## config.mk

```make
export PLATFORM = sky130hd
export DESIGN_NAME = tcos_cell
export DESIGN_NICKNAME = d
export VERILOG_FILES = /design/src/rtl/core/tcos_pkg.sv /design/src/rtl/core/tcos_cell.sv
export SDC_FILE = /design/constraint.sdc
export NUM_CORES = 2
export LEC_CHECK = 0
export BUFFER_PORTS_ARGS = -buffer_cell sky130_fd_sc_hd__buf_2
export CORE_ASPECT_RATIO = 0.8
export CORE_UTILIZATION = 60
export CTS_BUF_LIST = sky130_fd_sc_hd__clkbuf_8
export CTS_CLUSTER_SIZE = 30
export DETAILED_ROUTE_END_ITERATION = 8
export GPL_TIMING_DRIVEN = 0
export PLACE_DENSITY = 0.78
export SLEW_MARGIN = 20
export SYNTH_ARGS = -nofsm -noshare
export SYNTH_HDL_FRONTEND = slang
export SYNTH_SLANG_ARGS = --single-unit
```

## constraint.sdc

```tcl
create_clock -name aclk -period 48 [get_ports aclk]
set_clock_uncertainty 0.2 [all_clocks]
set_input_delay 12 -clock aclk [delete_from_list [all_inputs] [get_ports aclk]]
set_output_delay 12 -clock aclk [all_outputs]
set_load 0.05 [all_outputs]
```

## src/rtl/core/tcos_pkg.sv

```systemverilog
// Shared types and constants for the fixed-point Taylor cosine unit.
// Used by tcos_cell and taylor_cosine_fixed_point_unit; no dependencies.
package tcos_pkg;

    localparam int ANGLE_W  = 31;  // Q2.28 signed
    localparam int COS_W    = 32;  // Q1.30 signed
    localparam int MAG_W    = 31;  // |x|, at most 2^30
    localparam int SQ_W     = 34;  // x^2 >> 27, at most 2^33
    localparam int N_W      = 33;  // x^2 >> 28 plus half the divisor, for a rounded divide
    localparam int Q_W      = 32;  // x^2 / (i(i-1)) in Q.28
    localparam int TERM_W   = 36;  // term magnitude, Q.30
    localparam int ACC_W    = 38;  // running sum, signed Q.30
    localparam int RECIP_SH = 33;  // reciprocal scale

    localparam logic [TERM_W-1:0]        TERM_ONE = TERM_W'(64'd1 << 30);
    localparam logic signed [ACC_W-1:0]  ACC_ONE  = ACC_W'(64'd1 << 30);
    localparam logic signed [COS_W-1:0]  COS_ONE  = COS_W'(64'd1 << 30);

    typedef struct packed {
        logic                     vld;
        logic [SQ_W-1:0]          sq27;
        logic [TERM_W-1:0]        term;
        logic signed [ACC_W-1:0]  acc;
    } cos_lane_t;

endpackage

```

## src/rtl/core/tcos_cell.sv

```systemverilog
// One series cell: scales the incoming term by x^2/(i(i-1)) and folds it into the sum.
// Five registered stages; depends on tcos_pkg.
module tcos_cell #(
    parameter int ORDER = 2
) (
    input  logic               aclk,
    input  logic               aresetn,
    input  logic               en,
    input  tcos_pkg::cos_lane_t lane_i,
    output tcos_pkg::cos_lane_t lane_o
);
    import tcos_pkg::*;

    localparam int D = ORDER * (ORDER - 1);
    localparam logic SUB = ((ORDER / 2) % 2) == 1;
    localparam logic [N_W-1:0] RECIP = N_W'((66'd1 << RECIP_SH) / 66'(D));

    cos_lane_t s1_lane_reg, s2_lane_reg, s3_lane_reg, s4_lane_reg, s5_lane_reg;
    logic [N_W-1:0]  s1_n_reg, s2_n_reg;
    logic [48:0]     s1_plo_reg, s1_plo_next;
    logic [49:0]     s1_phi_reg, s1_phi_next;
    logic [N_W-1:0]  s2_qe_reg, s2_qe_next;
    logic [Q_W-1:0]  s3_q_reg, s3_q_next;
    logic [49:0]     s4_pa_reg, s4_pa_next, s4_pb_reg, s4_pb_next;
    cos_lane_t       s5_lane_next;

    logic [N_W-1:0]  n_next;
    logic [65:0]     prod;
    logic [42:0]     qd, rem;
    logic [67:0]     tsum;
    logic [TERM_W-1:0] term_new;

    // bias x^2/2^28 by D/2 so that the divide rounds to nearest
    assign n_next      = N_W'((35'(lane_i.sq27) + 35'(D)) >> 1);
    assign s1_plo_next = 49'(n_next[15:0]) * 49'(RECIP);
    assign s1_phi_next = 50'(n_next[32:16]) * 50'(RECIP);

    assign prod       = (66'(s1_phi_reg) << 16) + 66'(s1_plo_reg);
    assign s2_qe_next = prod[65:33];

    // estimate is exact or one low
    assign qd  = 43'(s2_qe_reg) * 43'(D);
    assign rem = 43'(s2_n_reg) - qd;
    assign s3_q_next = (rem >= 43'(D)) ? Q_W'(s2_qe_reg + N_W'(1)) : Q_W'(s2_qe_reg);

    assign s4_pa_next = 50'(s3_lane_reg.term[17:0]) * 50'(s3_q_reg);
    assign s4_pb_next = 50'(s3_lane_reg.term[35:18]) * 50'(s3_q_reg);

    assign tsum     = (68'(s4_pb_reg) << 18) + 68'(s4_pa_reg) + (68'd1 << 27);
    assign term_new = tsum[63:28];

    always_comb begin
        s5_lane_next      = s4_lane_reg;
        s5_lane_next.term = term_new;
        if (SUB) begin
            s5_lane_next.acc = s4_lane_reg.acc - $signed({2'b00, term_new});
        end else begin
            s5_lane_next.acc = s4_lane_reg.acc + $signed({2'b00, term_new});
        end
    end

    always_ff @(posedge aclk) begin
        if (!aresetn) begin
            s1_lane_reg.vld <= 1'b0;
            s2_lane_reg.vld <= 1'b0;
            s3_lane_reg.vld <= 1'b0;
            s4_lane_reg.vld <= 1'b0;
            s5_lane_reg.vld <= 1'b0;
        end else if (en) begin
            s1_lane_reg <= lane_i;
            s2_lane_reg <= s1_lane_reg;
            s3_lane_reg <= s2_lane_reg;
            s4_lane_reg <= s3_lane_reg;
            s5_lane_reg <= s5_lane_next;
        end
    end

    always_ff @(posedge aclk) begin
        if (en) begin
            s1_n_reg   <= n_next;
            s1_plo_reg <= s1_plo_next;
            s1_phi_reg <= s1_phi_next;
            s2_n_reg   <= s1_n_reg;
            s2_qe_reg  <= s2_qe_next;
            s3_q_reg   <= s3_q_next;
            s4_pa_reg  <= s4_pa_next;
            s4_pb_reg  <= s4_pb_next;
        end
    end

    assign lane_o = s5_lane_reg;

endmodule

```

# == Word-level counts from Yosys, hierarchy flattened ==
# Index checks and enable logic that the tools add are counted.
# totals
elab_cells,39
reg_bits,769
# op_classes
magnitude_cmp,1
n_reduce_logical,1
mux,1
add_sub_neg,7
n_mul,2
# ops
operator,n
$add 65x48->66,1
$add 64x28->64 const B,1
$add 64x50->64,1
$mul 18x32->50,1
$mul 18x32->46,1
$ge 43x2->1 const B,1
$sub 38x37->38,1
$sub 33x34->35,1
$add 34x2->34 const B,1
$add 32x1->32 const B,1
$mux 32,1
$reduce_and 2->1,1

# == Depth between registers and ports, before layout ==
# depth
depth_word,3
depth_mapped,26
mapped_depth_nobuf,25

# == Worst setup path after synthesis ==
# No wires, ideal clock.
# synth_timing
kind,input -> register
from,in en
to,"reg s5_lane_reg, in the netlist lane_o[0], enable pin"
setup_ns,0.932
slack_ns,23.212
cell_stages,2
required_time_ns,46.868
arrival_time_ns,23.656
path_buffers,1
cell_sequence,clkbuf_1 and2_1
# synth_via
elab_chain_len,1
# synth_lines
item,line_no,source
"start, declared",tcos_cell.sv:8,"input logic en,"
$reduce_and 2->1 (no source line),-,
"end signal, assigned",tcos_cell.sv:74,s5_lane_reg <= s5_lane_next;
"end, declared",tcos_cell.sv:18,"cos_lane_t s1_lane_reg, s2_lane_reg, s3_lane_reg, s4_lane_reg, s5_lane_reg;"
# Every way passes these cells.
# A chain may end at the register's enable or synchronous reset.

# == Worst setup path after layout ==
# layout_timing
from,in en
to,"reg s5_lane_reg, in the netlist lane_o[74], enable pin"
# Same word-level chain as after synthesis.

==> impl_results.md <==
* Initial DRC Count at 3,913
* Total CTS buffers at 103
* Post-synth cell types at between 60 and 70
* Number of flops mapped to enable cells by yosys at 678
* TritonCTS clock tree: yes
* Grt total ovfl at 0
* Clock Tree Buf Depth at 3
* I/O pin cnt at 221
* Post-synthesis cell count at 5,328
* Root Buffer: clkbuf_8
* GRT Overall Usage at between 30 and 40%
* Nets at 7,051
* Initial Utilization at 60.5%
* CTS hold repair buffers at 0
* # resized after CTS at 0
* Hold path endpoint: s2_lane_reg[25]
* Critical Path AT at ~15 ns
* Via Count at approximately 39k
* Vias in the first global route at 40.6k
* Initial antenna violation count at 13
* Crit-path max FO at 88
* Setup TNS Final at 0 ns
* Ys async rst share at 0%
* WS Path Type: input pin to flip-flop
* Crit path from: en
* HP Class: flip-flop to flip-flop
* RSZ-0062 raised after global routing: false
* Relative slew slack at 24.3%
* Via density at 5.55
* Final wirelength at approximately 160,000 um
* Ys Warns at 0
* Syn Area/Cell at 11.2 um2
* Reg2reg start: s3_q_reg[17]
* Startpoint types: input pin
* R2R setup slack at slightly below 40 ns
* Core Rows at roughly 100
* Die width at 354 um
* Worst Tran Pin Value at 1.14 ns
* Clk sinks at about 700
* Largest net degree at the start of global routing at 89
* Seq cells post-synth at 683
* Setup ws final at 33.07 ns
* # Post-CTS Setup Buffers at 0
* H-tree depth at 3
* # fillers at 7,673
* Status: finished clean
* Req. time, crit path at 48.29 ns
* Remaining DRCs at 0
* Final period util at 31.1%
* Reg2reg end: s4_pa_reg[39]
* Final setup fails at 0
* Post-route minimum period at 14.93 ns
* Max-cap viol count at 0
* Routed Antenna Nets at 0
* Syn_nets at 6,717
* Ys flop type: edfxtp_1
* Worst R2R Path Depth at 23
* Die H at about 280 um
* Total die area at between 100,000 and 150,000 um2
* Setup slack after placement at between 30 and 40 ns
* Slew Limit Fails at 0
* GP Congestion at ~1
* Hpwl dp at roughly 130,000 um
* DRT Pass-1 Iters at 8
* Mapped cell area at 59,600 um2
* Hold Path Cell Cnt at 0
* Core area at 98,600 um2
* CP endpoint kind: flip-flop
* HP Start: s1_lane_reg[25]
* Drt wl/cell at 22.4 um
* Layout area overhead at 8.30%
* Port buffer count at 220
* Global-route wire length before repair at 240,000 um
* Seq/Total Area, Yosys at 34.3%
* Fmax at roughly 0.067 GHz
* Layout cells sized above 1 at 6.52%
* Clock Latency Late Sink at 0.84 ns
* Hold Vio Cnt, Final at 0
* Clock Pin Slew Worst Setup and Hold Paths at 0.06 ns
[logic make-up (layout without fill, tap and decap cells)]
| logic type | after synthesis | in the layout | share of synthesized area (%) |
|---|---|---|---|
| muxes | 6 | 6 | 0.101 |
| and+or+nand+nor | 1436 | 1436 | 11.4 |
| xor gates and xnor gates | 181 | 181 | 2.66 |
| DFF | 683 | 683 | 34.3 |
| buffers and inverters | 1401 | 1810 | 8.82 |
| adders and majority gates | 1277 | 1277 | 38.8 |
| AOI/OAI and AO/OA | 344 | 344 | 3.87 |
| other | 0 | 7 | 0 |
[per-layer routing]
metal	track usage [%]	share of wire (%)
met5	0	0
met4	9.94	2.9
met3	9.67	12
met2	48.1	44
met1	45.9	41
[final cells by class]
class | count | area [um2] | area share (%)
buffer | 238 | 893 | 1.38
sequential | 683 | 20500 | 31.7
inverter | 1163 | 4370 | 6.76
tap | 1312 | 1640 | 2.54
clock inverter | 77 | 512 | 0.793
timing repair buffer | 229 | 1360 | 2.10
antenna | 7 | 17.5 | 0.0271
multi-input combinational | 3244 | 33900 | 52.5
clock buffer | 103 | 1420 | 2.20
[worst max-delay path by stage]
stage	slack [ns]	to	cells after the start
floorplan	23.21	lane_o[0]	2
global placement	16.07	s2_lane_reg[74]	3
detailed placement	32.13	s2_lane_reg[74]	8
CTS	33.04	lane_o[74]	8
global route	32.79	lane_o[74]	8
finish	33.07	lane_o[74]	8
[cells in the final DEF (no fill, tap or decap), types with 17 or more instances in the layout]
master / synthesis / final
ha_1: 323 / 323
and2_1: 418 / 417
xor2_1: 58 / 58
buf_2: 0 / 219
inv_1: 1163 / 1188
and3_1: 20 / 20
xnor2_1: 123 / 123
clkbuf_8: 0 / 103
a21o_1: 74 / 74
a21oi_1: 93 / 93
nand2b_1: 17 / 17
clkinv_1: 0 / 27
fa_1: 954 / 954
nand4_1: 21 / 21
nand3_1: 35 / 35
nor2b_1: 23 / 23
o21a_1: 17 / 17
o21ai_0: 48 / 48
clkbuf_1: 225 / 225
nor2_1: 65 / 65
nand2_1: 798 / 798
edfxtp_1: 678 / 678
[synthesized netlist by cell type, types with 20 or more instances]
master,number,share of area (%)
a21o_1,74,0.93
a21oi_1,93,0.78
and2_1,418,4.4
and3_1,20,0.21
clkbuf_1,225,1.4
edfxtp_1,678,34
fa_1,954,32
ha_1,323,6.8
inv_1,1163,7.3
nand2_1,798,5.0
nand3_1,35,0.29
nand4_1,21,0.22
nor2_1,65,0.41
nor2b_1,23,0.24
o21ai_0,48,0.40
xnor2_1,123,1.8
xor2_1,58,0.85
[worst max-delay path, cell delays in order]
cell and delay, ns:
buf_8 0.40, clkbuf_1 0.37, and2_4 0.69, buf_16 0.35, buf_16 0.32, buf_16 0.30
buf_16 0.29, buf_16 0.29
[per-stage QoR]
step / area, um2 / hold slack, ns / cells / util, %
floorplan: 59600 / 0.200 / 5328 / -
global placement: 62300 / 0.200 / 6860 / 63.2
detailed placement: 62600 / 0.205 / 6869 / 63.5
CTS: 64500 / 0.168 / 7049 / 65.5
global route: 64500 / 0.186 / 7050 / 65.5
finish: 64600 / 0.178 / 7056 / 65.5
Power is left out: the tool's default activity adds up to more than one toggle a clock period on the data nets, which glitch-free logic cannot reach.
